## src/hw/rtl/psb_pkg.sv

```systemverilog
// Shared types and constants for the priority slot buffer.
// No dependencies; every other file but psb_ram imports this package.
package psb_pkg;

	localparam int DEPTH    = 16;
	localparam int IDX_W    = $clog2(DEPTH);
	localparam int CNT_W    = $clog2(DEPTH + 1);
	localparam int CFG_W    = 5;
	localparam int SRC_W    = 8;
	localparam int TAG_W    = 16;
	localparam int SLOT_W   = 4;
	localparam int FREE_W   = 5;
	localparam int QDEPTH   = 4;
	localparam int QPTR_W   = $clog2(QDEPTH);
	localparam int DATA_W   = SRC_W + TAG_W;
	localparam logic [CFG_W-1:0] CFG_RESET = CFG_W'(16);

	typedef enum logic {
		OP_INSERT = 1'b0,
		OP_TAKE   = 1'b1
	} op_t;

	typedef enum logic [1:0] {
		RES_INS_FREE   = 2'd0,
		RES_INS_EVICT  = 2'd1,
		RES_TAKEN      = 2'd2,
		RES_TAKE_EMPTY = 2'd3
	} res_status_t;

	typedef enum logic [2:0] {
		ST_IDLE,
		ST_INS_SCAN,
		ST_EVICT_RD,
		ST_EVICT_WR,
		ST_TAKE_SCAN,
		ST_TAKE_LAST,
		ST_TAKE_FIN
	} state_t;

	typedef struct packed {
		op_t              op;
		logic [SRC_W-1:0] src;
		logic [TAG_W-1:0] tag;
	} item_t;

	typedef struct packed {
		res_status_t       status;
		logic [SLOT_W-1:0] slot;
		logic [SRC_W-1:0]  src;
		logic [TAG_W-1:0]  tag;
		logic [FREE_W-1:0] free;
	} result_t;

	// Effective slot count: zero acts as one, anything above DEPTH as DEPTH.
	function automatic logic [CNT_W-1:0] used_slots(input logic [CFG_W-1:0] cfg);
		int v;
		v = int'(cfg);
		if (v == 0) begin
			v = 1;
		end else if (v > DEPTH) begin
			v = DEPTH;
		end
		return CNT_W'(v);
	endfunction

endpackage

```

## src/hw/rtl/psb_ram.sv

```systemverilog
// Generic simple dual-port RAM: one write port, one read port, registered read.
// No dependencies.
module psb_ram #(
	parameter int WIDTH = 8,
	parameter int DEPTH = 16
) (
	input  logic                     clk,
	input  logic                     write_en,
	input  logic [$clog2(DEPTH)-1:0] write_addr,
	input  logic [WIDTH-1:0]         write_data,
	input  logic [$clog2(DEPTH)-1:0] read_addr,
	output logic [WIDTH-1:0]         read_data
);

	logic [WIDTH-1:0] mem_q [DEPTH];

	always_ff @(posedge clk) begin
		if (write_en) begin
			mem_q[write_addr] <= write_data;
		end
		read_data <= mem_q[read_addr];
	end

endmodule

```

## src/hw/rtl/psb_front.sv

```systemverilog
// Front end: accepts beats, classifies them into insert/take items and
// queues them for the back end. Depends on psb_pkg.
module psb_front import psb_pkg::*; (
	input  logic             clk,
	input  logic             arst_n,
	input  logic             push,
	output logic             full,
	input  logic             mode,
	input  logic [SRC_W-1:0] source_number,
	input  logic [TAG_W-1:0] request_tag,
	input  logic             deq,
	output logic             item_valid,
	output item_t            item
);

	item_t             queue_q [QDEPTH];
	logic [QPTR_W-1:0] wr_ptr_q;
	logic [QPTR_W-1:0] rd_ptr_q;
	logic [QPTR_W:0]   count_q;
	logic              enq;
	logic              take_out;
	item_t             item_in;

	assign full       = (count_q == (QPTR_W + 1)'(QDEPTH));
	assign item_valid = (count_q != '0);
	assign item       = queue_q[rd_ptr_q];
	assign enq        = push && !full;
	assign take_out   = deq && item_valid;

	always_comb begin
		item_in.op  = op_t'(mode);
		item_in.src = source_number;
		item_in.tag = request_tag;
	end

	always_ff @(posedge clk or negedge arst_n) begin
		if (!arst_n) begin
			wr_ptr_q <= '0;
			rd_ptr_q <= '0;
			count_q  <= '0;
		end else begin
			if (enq) begin
				wr_ptr_q <= wr_ptr_q + QPTR_W'(1);
			end
			if (take_out) begin
				rd_ptr_q <= rd_ptr_q + QPTR_W'(1);
			end
			if (enq && !take_out) begin
				count_q <= count_q + (QPTR_W + 1)'(1);
			end else if (!enq && take_out) begin
				count_q <= count_q - (QPTR_W + 1)'(1);
			end
		end
	end

	always_ff @(posedge clk) begin
		if (enq) begin
			queue_q[wr_ptr_q] <= item_in;
		end
	end

endmodule

```

## src/hw/rtl/psb_back.sv

```systemverilog
// Back end: slot bookkeeping, one-slot-per-cycle scans and the result register.
// Depends on psb_pkg and psb_ram.
module psb_back import psb_pkg::*; (
	input  logic             clk,
	input  logic             arst_n,
	input  logic             cfg_write,
	input  logic [CFG_W-1:0] cfg_data,
	input  logic             item_valid,
	input  item_t            item,
	output logic             deq,
	output logic             res_valid,
	output result_t          res,
	input  logic             pop
);

	state_t            state_q, state_d;
	logic [CFG_W-1:0]  cfg_q;
	logic [DEPTH-1:0]  valid_q;
	logic [IDX_W-1:0]  ptr_q;
	logic [CNT_W-1:0]  free_q;
	logic [IDX_W-1:0]  scan_q;
	item_t             item_q;
	logic              found_q;
	logic              pend_q;
	logic [IDX_W-1:0]  pend_idx_q;
	logic [IDX_W-1:0]  best_idx_q;
	logic [SRC_W-1:0]  best_src_q;
	logic [TAG_W-1:0]  best_tag_q;
	logic              out_valid_q;
	result_t           out_q;

	logic [CNT_W-1:0]  n;
	logic [IDX_W-1:0]  ptr_fix;
	logic [IDX_W-1:0]  ptr_prev;
	logic              scan_wrap;
	logic [IDX_W-1:0]  scan_next;
	logic              start;
	logic              upd;
	logic              ram_we;
	logic [DATA_W-1:0] ram_wdata;
	logic [DATA_W-1:0] ram_rdata;
	logic [SRC_W-1:0]  rd_src;
	logic [TAG_W-1:0]  rd_tag;
	logic              res_load;
	result_t           res_d;

	assign n         = used_slots(cfg_q);
	assign ptr_fix   = (CNT_W'(ptr_q) >= n) ? '0 : ptr_q;
	assign ptr_prev  = (ptr_fix == '0) ? IDX_W'(n - CNT_W'(1)) : ptr_fix - IDX_W'(1);
	assign scan_wrap = (CNT_W'(scan_q) + CNT_W'(1) == n);
	assign scan_next = scan_wrap ? '0 : scan_q + IDX_W'(1);
	assign start     = (state_q == ST_IDLE) && item_valid && !out_valid_q;
	assign rd_src    = ram_rdata[DATA_W-1:TAG_W];
	assign rd_tag    = ram_rdata[TAG_W-1:0];
	// pending read compares against the running minimum; ties keep the lower slot
	assign upd       = pend_q && (!found_q || rd_src < best_src_q);
	assign ram_wdata = {item_q.src, item_q.tag};

	psb_ram #(
		.WIDTH (DATA_W),
		.DEPTH (DEPTH)
	) u_slot_ram (
		.clk        (clk),
		.write_en   (ram_we),
		.write_addr (scan_q),
		.write_data (ram_wdata),
		.read_addr  (scan_q),
		.read_data  (ram_rdata)
	);

	// next state
	always_comb begin
		state_d = state_q;
		case (state_q)
			ST_IDLE: begin
				if (start) begin
					if (item.op == OP_TAKE) begin
						state_d = (free_q == n) ? ST_IDLE : ST_TAKE_SCAN;
					end else begin
						state_d = (free_q != '0) ? ST_INS_SCAN : ST_EVICT_RD;
					end
				end
			end
			ST_INS_SCAN: begin
				if (!valid_q[scan_q]) begin
					state_d = ST_IDLE;
				end
			end
			ST_EVICT_RD:  state_d = ST_EVICT_WR;
			ST_EVICT_WR:  state_d = ST_IDLE;
			ST_TAKE_SCAN: begin
				if (scan_wrap) begin
					state_d = ST_TAKE_LAST;
				end
			end
			ST_TAKE_LAST: state_d = ST_TAKE_FIN;
			ST_TAKE_FIN:  state_d = ST_IDLE;
			default:      state_d = ST_IDLE;
		endcase
	end

	// outputs
	always_comb begin
		deq          = start;
		ram_we       = 1'b0;
		res_load     = 1'b0;
		res_d        = '0;
		res_d.status = RES_TAKE_EMPTY;
		res_d.free   = FREE_W'(free_q);
		case (state_q)
			ST_IDLE: begin
				res_load = start && (item.op == OP_TAKE) && (free_q == n);
			end
			ST_INS_SCAN: begin
				if (!valid_q[scan_q]) begin
					ram_we       = 1'b1;
					res_load     = 1'b1;
					res_d.status = RES_INS_FREE;
					res_d.slot   = SLOT_W'(scan_q);
					res_d.free   = FREE_W'(free_q - CNT_W'(1));
				end
			end
			ST_EVICT_WR: begin
				ram_we       = 1'b1;
				res_load     = 1'b1;
				res_d.status = RES_INS_EVICT;
				res_d.slot   = SLOT_W'(scan_q);
				res_d.src    = rd_src;
				res_d.tag    = rd_tag;
			end
			ST_TAKE_FIN: begin
				res_load     = 1'b1;
				res_d.status = RES_TAKEN;
				res_d.slot   = SLOT_W'(best_idx_q);
				res_d.src    = best_src_q;
				res_d.tag    = best_tag_q;
				res_d.free   = FREE_W'((free_q < n) ? free_q + CNT_W'(1) : free_q);
			end
			default: begin
			end
		endcase
	end

	always_ff @(posedge clk or negedge arst_n) begin
		if (!arst_n) begin
			state_q     <= ST_IDLE;
			cfg_q       <= CFG_RESET;
			valid_q     <= '0;
			ptr_q       <= '0;
			free_q      <= used_slots(CFG_RESET);
			found_q     <= 1'b0;
			pend_q      <= 1'b0;
			out_valid_q <= 1'b0;
		end else begin
			state_q <= state_d;
			if (cfg_write) begin
				// resizing empties the buffer
				cfg_q   <= cfg_data;
				valid_q <= '0;
				ptr_q   <= '0;
				free_q  <= used_slots(cfg_data);
			end else begin
				case (state_q)
					ST_IDLE: begin
						if (start) begin
							ptr_q <= ptr_fix;
						end
					end
					ST_INS_SCAN: begin
						if (!valid_q[scan_q]) begin
							valid_q[scan_q] <= 1'b1;
							ptr_q           <= scan_next;
							free_q          <= free_q - CNT_W'(1);
						end
					end
					ST_EVICT_WR: begin
						valid_q[scan_q] <= 1'b1;
						ptr_q           <= scan_q;
					end
					ST_TAKE_FIN: begin
						valid_q[best_idx_q] <= 1'b0;
						if (free_q < n) begin
							free_q <= free_q + CNT_W'(1);
						end
					end
					default: begin
					end
				endcase
			end
			if (start) begin
				found_q <= 1'b0;
			end else if (upd) begin
				found_q <= 1'b1;
			end
			pend_q <= (state_q == ST_TAKE_SCAN) && valid_q[scan_q];
			if (res_load) begin
				out_valid_q <= 1'b1;
			end else if (pop) begin
				out_valid_q <= 1'b0;
			end
		end
	end

	always_ff @(posedge clk) begin
		if (start) begin
			item_q <= item;
			if (item.op == OP_TAKE) begin
				scan_q <= '0;
			end else if (free_q != '0) begin
				scan_q <= ptr_fix;
			end else begin
				scan_q <= ptr_prev;
			end
		end else if (state_q == ST_TAKE_SCAN
		             || (state_q == ST_INS_SCAN && valid_q[scan_q])) begin
			scan_q <= scan_next;
		end
		pend_idx_q <= scan_q;
		if (upd) begin
			best_idx_q <= pend_idx_q;
			best_src_q <= rd_src;
			best_tag_q <= rd_tag;
		end
		if (res_load) begin
			out_q <= res_d;
		end
	end

	assign res_valid = out_valid_q;
	assign res       = out_q;

endmodule

```

## src/hw/rtl/priority_slot_buffer_unit.sv

```systemverilog
// Top level of the priority slot buffer: front queue plus slot engine.
// Depends on psb_pkg, psb_front, psb_back (and psb_ram through psb_back).
//
// Requests (source number + tag) are held in up to 16 slots; a take returns
// the lowest source number, lowest slot on a tie. Beats are pushed into a
// four-deep queue, so pushes continue while a result waits to be popped.
// The slot engine handles one item at a time, one slot per cycle over the
// single read port of the slot RAM: an insert into a free slot scans from
// the insert pointer, an insert into a full buffer reads and overwrites the
// slot just behind the pointer, a take scans every slot in use, and a take
// on an empty buffer is answered from idle. A write to cfg_data resizes and
// empties the buffer; write it only while the block is idle.
module priority_slot_buffer_unit import psb_pkg::*; (
	input  logic              clk,
	input  logic              arst_n,
	input  logic              cfg_write,
	input  logic [CFG_W-1:0]  cfg_data,
	input  logic              push,
	output logic              full,
	input  logic              mode,
	input  logic [SRC_W-1:0]  source_number,
	input  logic [TAG_W-1:0]  request_tag,
	output logic              empty,
	input  logic              pop,
	output logic [1:0]        status,
	output logic [SLOT_W-1:0] slot_index,
	output logic [SRC_W-1:0]  out_source,
	output logic [TAG_W-1:0]  out_tag,
	output logic [FREE_W-1:0] free_slots
);

	logic    item_valid;
	item_t   item;
	logic    deq;
	logic    res_valid;
	result_t res;

	psb_front u_front (
		.clk           (clk),
		.arst_n        (arst_n),
		.push          (push),
		.full          (full),
		.mode          (mode),
		.source_number (source_number),
		.request_tag   (request_tag),
		.deq           (deq),
		.item_valid    (item_valid),
		.item          (item)
	);

	psb_back u_back (
		.clk        (clk),
		.arst_n     (arst_n),
		.cfg_write  (cfg_write),
		.cfg_data   (cfg_data),
		.item_valid (item_valid),
		.item       (item),
		.deq        (deq),
		.res_valid  (res_valid),
		.res        (res),
		.pop        (pop)
	);

	assign empty      = !res_valid;
	assign status     = res.status;
	assign slot_index = res.slot;
	assign out_source = res.src;
	assign out_tag    = res.tag;
	assign free_slots = res.free;

endmodule

```

## config.mk

```make
export PLATFORM = sky130hd
export DESIGN_NAME = priority_slot_buffer_unit
export DESIGN_NICKNAME = d
export VERILOG_FILES = /design/src/hw/rtl/psb_pkg.sv /design/src/hw/rtl/psb_ram.sv /design/src/hw/rtl/psb_front.sv /design/src/hw/rtl/psb_back.sv /design/src/hw/rtl/priority_slot_buffer_unit.sv
export SDC_FILE = /design/constraint.sdc
export NUM_CORES = 1
export LEC_CHECK = 0
export CAP_MARGIN = 0
export CORE_UTILIZATION = 50
export CTS_CLUSTER_SIZE = 25
export DETAILED_ROUTE_END_ITERATION = 6
export DONT_BUFFER_PORTS = 1
export GPL_TIMING_DRIVEN = 0
export PLACE_DENSITY = 0.68
export SYNTH_ARGS = -nofsm -noshare
export SYNTH_HDL_FRONTEND = slang
export SYNTH_SLANG_ARGS = --single-unit
```

## constraint.sdc

```tcl
create_clock -name clk -period 4.25 [get_ports clk]
set_input_delay 0.2125 -clock clk [delete_from_list [all_inputs] [get_ports clk]]
set_output_delay 0.2125 -clock clk [all_outputs]
set_load 0.005 [all_outputs]
```

==> metrics, run 1 <==
status complete, no violations; fin cells just over 2000; CP Cell Sequence buf_2, buf_1, clkbuf_2, inv_1, ha_1, xnor2_1, or3_1, and2_1, a22o_1; nets@finish 1405; final hold vios 0; Crit Path Category register to register; Pre-antenna DRT Iters 5; Cells after Synth 1225; Reg2Reg Depth 9; RR Startpoint u_back.scan_q[1]$_DFFE_PP_; Setup Viol. Count Final 0; DRT iter0 DRCs 1401; worst slew pin tran 1360 ps; initial antenna violation count 2; Max-Cap Viols 0; share of layout cells above drive strength 1 21.9%; post-CTS setup buffer count 0; cell depth of the worst hold path 4; Antenna diodes 0; Num CTS Buffers 67; Hold Path Sink u_back.free_q[0]$_DFF_PN0_; synthesis-to-layout area growth 14.0%; Yosys warnings 0; Vias/cell between 5 and 6; Worst Hold Launch cfg_data[2]; Setup crit end kind register; CTS sink count 646; htree depth 3; per-cell routed wire length 25.6 µm; layout filler cell count roughly 3600; routability congestion estimate 0.895; first-pass GRT wire length 79.0 mm; CP arrival 4330 ps; CP max FO 10; GR Util All Layers around 22%; final setup skew 24.3 ps; R2R setup slack 280 ps; maximum VDD drop 0.414 mV; synthesized area per cell 20.4 µm²; worst min path class input pin to register; startpoint types register; Slowest-stage cell, CP buf_1; DPL Wire Length between 30 and 40 mm; final instance area between 20000 and 30000 µm²; Crit path largest cell delay 700 ps; Die ar. 50800 µm²; routed vias 12200; async set-reset flop share out of synthesis approximately 6.7%; final WL between 50 and 60 mm; die extent in x about 230 µm; DRC viols 0; period utilization 93.4%; Reg-to-Reg End u_back.scan_q[0]$_DFFE_PP_; gr ovfl total 0; Critical Path Stages 9; vias in the first global route 12500; most frequent cells in the layout edfxtp_1 (575), mux4_2 (149), clkbuf_16 (69); hold slack 43.4 ps; io pins 72; Core Util, Final 58.0%; predominant post-synthesis flop cell edfxtp_1; Power Density 704 nW/µm²; Worst Path Buf+Inv 4; Placed Instance Area approximately 26000 µm²; Static Leak 9.33 nW; number of synthesized register bits 646; Root Buffer clkbuf_16; Clock Tree Buf Depth 3; relative slew slack 9.66%; Clock Pin Slew Worst Setup and Hold Paths 60 ps; placed cell count 1901; PortBufs 0; Final min period 3970 ps; sequential share of the synthesized area 75.8%; Antenna Violating Nets Remaining 0; FP Rows between 80 and 90; Req. time, crit path 4610 ps; syn nets around 1300; Clock Latency Late Sink 610 ps; pin count of the biggest net entering global routing 44; delay-heaviest family, CP buffers and inverters; die height 225 µm; Slew Viols, Final 0; Mapped Area 24900 µm²; commonest non-fill, non-tap cell in the layout edfxtp_1; Initial Utilization 50.8%; Core Area 49100 µm²; maximum clock frequency 252 MHz; RSZ-0062 raised after global routing no; Synth cell types 67; Post-synth EDFFs 575; CTS tree yes
==> through the flow <==
step	worst slack, ps	power, mW	setup TNS [ps]
final	282	20.0	0
after floorplan	27.6	12.7	0
after CTS	190	20.1	0
after global placement	-3530	14.3	-232540
after detailed placement	-148	14.5	-1330
after global routing	70.1	20.9	0
==> tightest hold or removal path: stages <==
cell and delay (ps):
nor3_1 120, nor2_1 70, nor2_1 70, mux2_2 140
==> routing by layer <==
metal	up-vias	track usage, %	wire length, µm
met2	460	33.9	25300
met1	6435	31.2	22800
met4	2	5.84	990
li1	5256	-	-
met3	93	4.49	3580
met5	-	0	10
==> worst max path at each step <==
stage,startpoint,end
after detailed placement,u_back.res_valid$_DFFE_PN0P_,u_back.res[12]$_DFFE_PP_
after global placement,u_back.scan_q[0]$_DFFE_PP_,u_back.u_slot_ram.mem_q[7][7]$_DFFE_PP_
final,u_back.scan_q[1]$_DFFE_PP_,u_back.scan_q[0]$_DFFE_PP_
after CTS,u_front.count_q[0]$_DFFE_PN0P_,u_back.res[16]$_DFFE_PP_
after floorplan,u_back.scan_q[0]$_DFFE_PP_,u_back.u_slot_ram.mem_q[7][0]$_DFFE_PP_
after global routing,u_back.scan_q[0]$_DFFE_PP_,u_back.res[16]$_DFFE_PP_
==> sequential cells by signal, summed over array words and instances, names as in the netlist, 5 cells and up <==
name,flops
u_back.best_tag_q,16
u_back.cfg_q,5
u_back.u_slot_ram.mem_q,384
u_back.u_slot_ram.read_data,24
u_back.best_src_q,8
u_back.item_q,24
u_back.free_q,5
u_front.queue_q,100
u_back.res,35
u_back.valid_q,16
==> cell usage after synthesis, types with 3 or more instances <==
cell type,n,area share (%)
mux2_2,3,0.14
a21oi_1,31,0.62
a311oi_1,4,0.14
nand2b_1,4,0.10
buf_1,7,0.11
o21ai_0,32,0.64
buf_2,13,0.26
and2_1,23,0.58
a32o_1,3,0.12
xor2_1,8,0.28
a21o_1,4,0.12
edfxtp_1,575,69
nor3_1,11,0.22
nor4_1,7,0.18
dfxtp_1,28,2.2
o211ai_1,4,0.12
a22o_1,20,0.70
clkbuf_1,38,0.57
dfrtp_1,41,4.1
inv_1,28,0.42
nand3_1,7,0.14
mux4_2,149,13
nor2b_1,7,0.18
ha_1,27,1.4
nand4_1,5,0.13
a211oi_1,14,0.42
nor2_1,33,0.50
nand2_1,39,0.59
o31ai_1,3,0.090
xnor2_1,7,0.25
==> logic make-up after synthesis <==
group | share of synthesized area (%)
adder cells (fa/ha/maj) | 1.44
multiplexers | 13.7
XOR/XNOR | 0.687
flip-flops | 75.8
AND/OR/NAND/NOR | 3.13
AO/OA/AOI/OAI | 3.81
buffers and inverters | 1.37
==> report_power, final <==
group          leakage, nW  internal [mW]  switching [mW]
combinational         2.28           2.14            2.71
clock                 1.04           3.27            2.35
sequential            6.01           8.63           0.902
total                 9.33           14.0            5.96
==> cell type report <==
type | instances | area, µm² | share of cell area (%)
buffer | 58 | 235 | 0.827
clock buffer | 92 | 1860 | 6.55
clock inverter | 31 | 249 | 0.876
inverter | 29 | 113 | 0.396
multi-input combinational | 492 | 5730 | 20.1
sequential | 646 | 18900 | 66.5
tap | 664 | 831 | 2.92
timing repair buffer | 47 | 499 | 1.76
timing repair inverter | 1 | 5.00 | 0.0176
==> what timing repair did <==
action / in CTS / in global routing
hold buffers: 34 / 0
endpoints found under the hold margin: 154 / 0
setup endpoints to repair: 11 / 9
gates cloned: 0 / 1
gates resized for setup: 2 / 0
No activity file was read; power rests on OpenSTA's default activity.
==> run 2, diff against run 1 <==
--- a/config.mk
+++ b/config.mk
@@ -11,6 +11,7 @@
 export DETAILED_ROUTE_END_ITERATION = 6
 export DONT_BUFFER_PORTS = 1
 export GPL_TIMING_DRIVEN = 0
+export HOLD_SLACK_MARGIN = 0.05
 export PLACE_DENSITY = 0.68
 export SYNTH_ARGS = -nofsm -noshare
 export SYNTH_HDL_FRONTEND = slang
==> run 2 against run 1 <==
Sequential share of layout area did not move. Die area did not move. Hold slack improved by 64 ps. First-iteration DRC count rose by 1.5%. Critical path type unchanged. Critical endpoint unchanged.
==> metrics, run 2 (same netlist as run 1, synthesis figures left out) <==
status complete, no violations; per-cell routed wire length 25.6 µm; layout filler cell count about 3600; Setup crit end kind register; fin cells 2060; Core Area around 49000 µm²; Crit Path Category register to register; Num CTS Buffers 67; final setup skew 21.1 ps; vias in the first global route 12500; max reg flops 384; Slew Viols, Final 0; synthesis-to-layout area growth 14.0%; Static Leak 9.33 nW; Clock Tree Buf Depth 3; Vias/cell 5.95; DPL Wire Length 31.8 mm; CTS tree yes; first-pass GRT wire length 78.9 mm; nets@finish 1405; CTS sink count around 650; FP Rows 81; Clock Latency Late Sink roughly 600 ps; post-CTS setup buffer count 0; startpoint types register; maximum VDD drop 0.415 mV; setup_tns 0 ps; die height 225 µm; worst min path class input pin to register; Antenna Violating Nets Remaining 0; Biggest register u_back.u_slot_ram.mem_q; sw power between 5 and 6 mW; Power Density 704 nW/µm²; Setup Viol. Count Final 0; CP max FO 10; io pins 72; die extent in x 225 µm; relative slew slack approximately a tenth; final hold vios 0; pin count of the biggest net entering global routing 44; Max-Cap Viols 0; Internal 14.0 mW; Clock power frac about 28%; GR Util All Layers 21.6%; maximum clock frequency 250 MHz; PortBufs 0; Combinational Power Share 24.3%; Req. time, crit path around 4600 ps; Die ar. 50800 µm²; final instance area ~28000 µm²; final WL 52.7 mm; Root Buffer clkbuf_16; routed vias 12300; Initial Utilization 50.8%; Clock Pin Slew Worst Setup and Hold Paths 60 ps; placed cell count between 1500 and 2000; gr ovfl total 0; RSZ-0062 raised after global routing no; worst slew pin tran 1340 ps; routability congestion estimate just under 0.9; share of layout cells above drive strength 1 a little over a fifth; Antenna diodes 0; most frequent cells in the layout edfxtp_1 (575), mux4_2 (149), clkbuf_16 (69); period utilization 94.0%; DRC viols 0; Pre-antenna DRT Iters 5; initial antenna violation count 2; Final min period roughly 4000 ps; htree depth 3; Sw Share 29.8%; Placed Instance Area between 20000 and 30000 µm²; DRT iter0 DRCs 1422; CP arrival between 4000 and 5000 ps; commonest non-fill, non-tap cell in the layout edfxtp_1; sequential power share between 40% and 50%
run 2: timing repair:
| action | in CTS | in global routing |
|---|---|---|
| cloned | 0 | 1 |
| endpoints found under the setup margin | 11 | 9 |
| hold endpoints to repair | 154 | 0 |
| hold buffers | 34 | 0 |
| gates resized for setup | 2 | 0 |
run 2: metal layers:
layer,vias up,wire (µm),global-route usage (%)
li1,5248,-,-
met5,-,10,0
met3,100,3770,4.45
met2,521,25200,33.9
met4,2,1010,5.79
met1,6389,22700,31.2
run 2: final cells by class:
cell class / instances / area (µm²) / share of cell area, %
timing repair inverter: 1 / 5.00 / 0.0176
timing repair buffer: 47 / 499 / 1.76
multi-input combinational: 492 / 5730 / 20.1
buffer: 58 / 235 / 0.827
tap: 664 / 831 / 2.92
clock buffer: 92 / 1860 / 6.55
clock inverter: 31 / 249 / 0.876
inverter: 29 / 113 / 0.396
sequential: 646 / 18900 / 66.5
run 2: worst max-delay path: stages, from the launching register on:
cell	delay [ps]
edfxtp_1	600
buf_2	350
buf_1	710
clkbuf_2	500
inv_1	140
ha_1	360
xnor2_1	140
or3_1	450
and2_1	230
a22o_1	240
run 2: metrics by stage:
stage	utilization [%]	setup slack [ps]	hold WS (ps)	total power, mW
after global routing	58.0	70.0	116	20.9
after detailed placement	52.8	-148	-81.0	14.5
final	58.0	254	107	20.0
after floorplan	-	27.6	-83.1	12.7
after global placement	52.5	-3530	-81.6	14.3
after CTS	57.9	190	82.0	20.1
run 2: worst paths after layout:
check | from | to | slack [ps] | depth (start not counted)
hold reg to reg | u_back.pend_idx_q[3]$_DFF_P_ | u_back.best_idx_q[3]$_DFFE_PP_ | 400 | 0
max in group asynchronous | arst_n | u_back.cfg_q[4]$_DFFE_PN1P_ | 3820 | 2
hold / removal | cfg_write | u_back.cfg_q[0]$_DFFE_PN0P_ | 110 | 2
setup reg to reg | u_back.scan_q[1]$_DFFE_PP_ | u_back.scan_q[0]$_DFFE_PP_ | 250 | 9
setup / recovery | u_back.scan_q[1]$_DFFE_PP_ | u_back.scan_q[0]$_DFFE_PP_ | 250 | 9
min in group asynchronous | arst_n | u_back.valid_q[3]$_DFFE_PN0P_ | 160 | 2
run 2: power groups by stage:
stage	sequential [mW]	combinational [mW]	clock (mW)
after detailed placement	9.65	4.80	0
after floorplan	9.26	3.42	0
after global routing	9.67	5.25	5.94
after global placement	9.59	4.70	0
final	9.53	4.86	5.62
after CTS	9.53	4.87	5.71
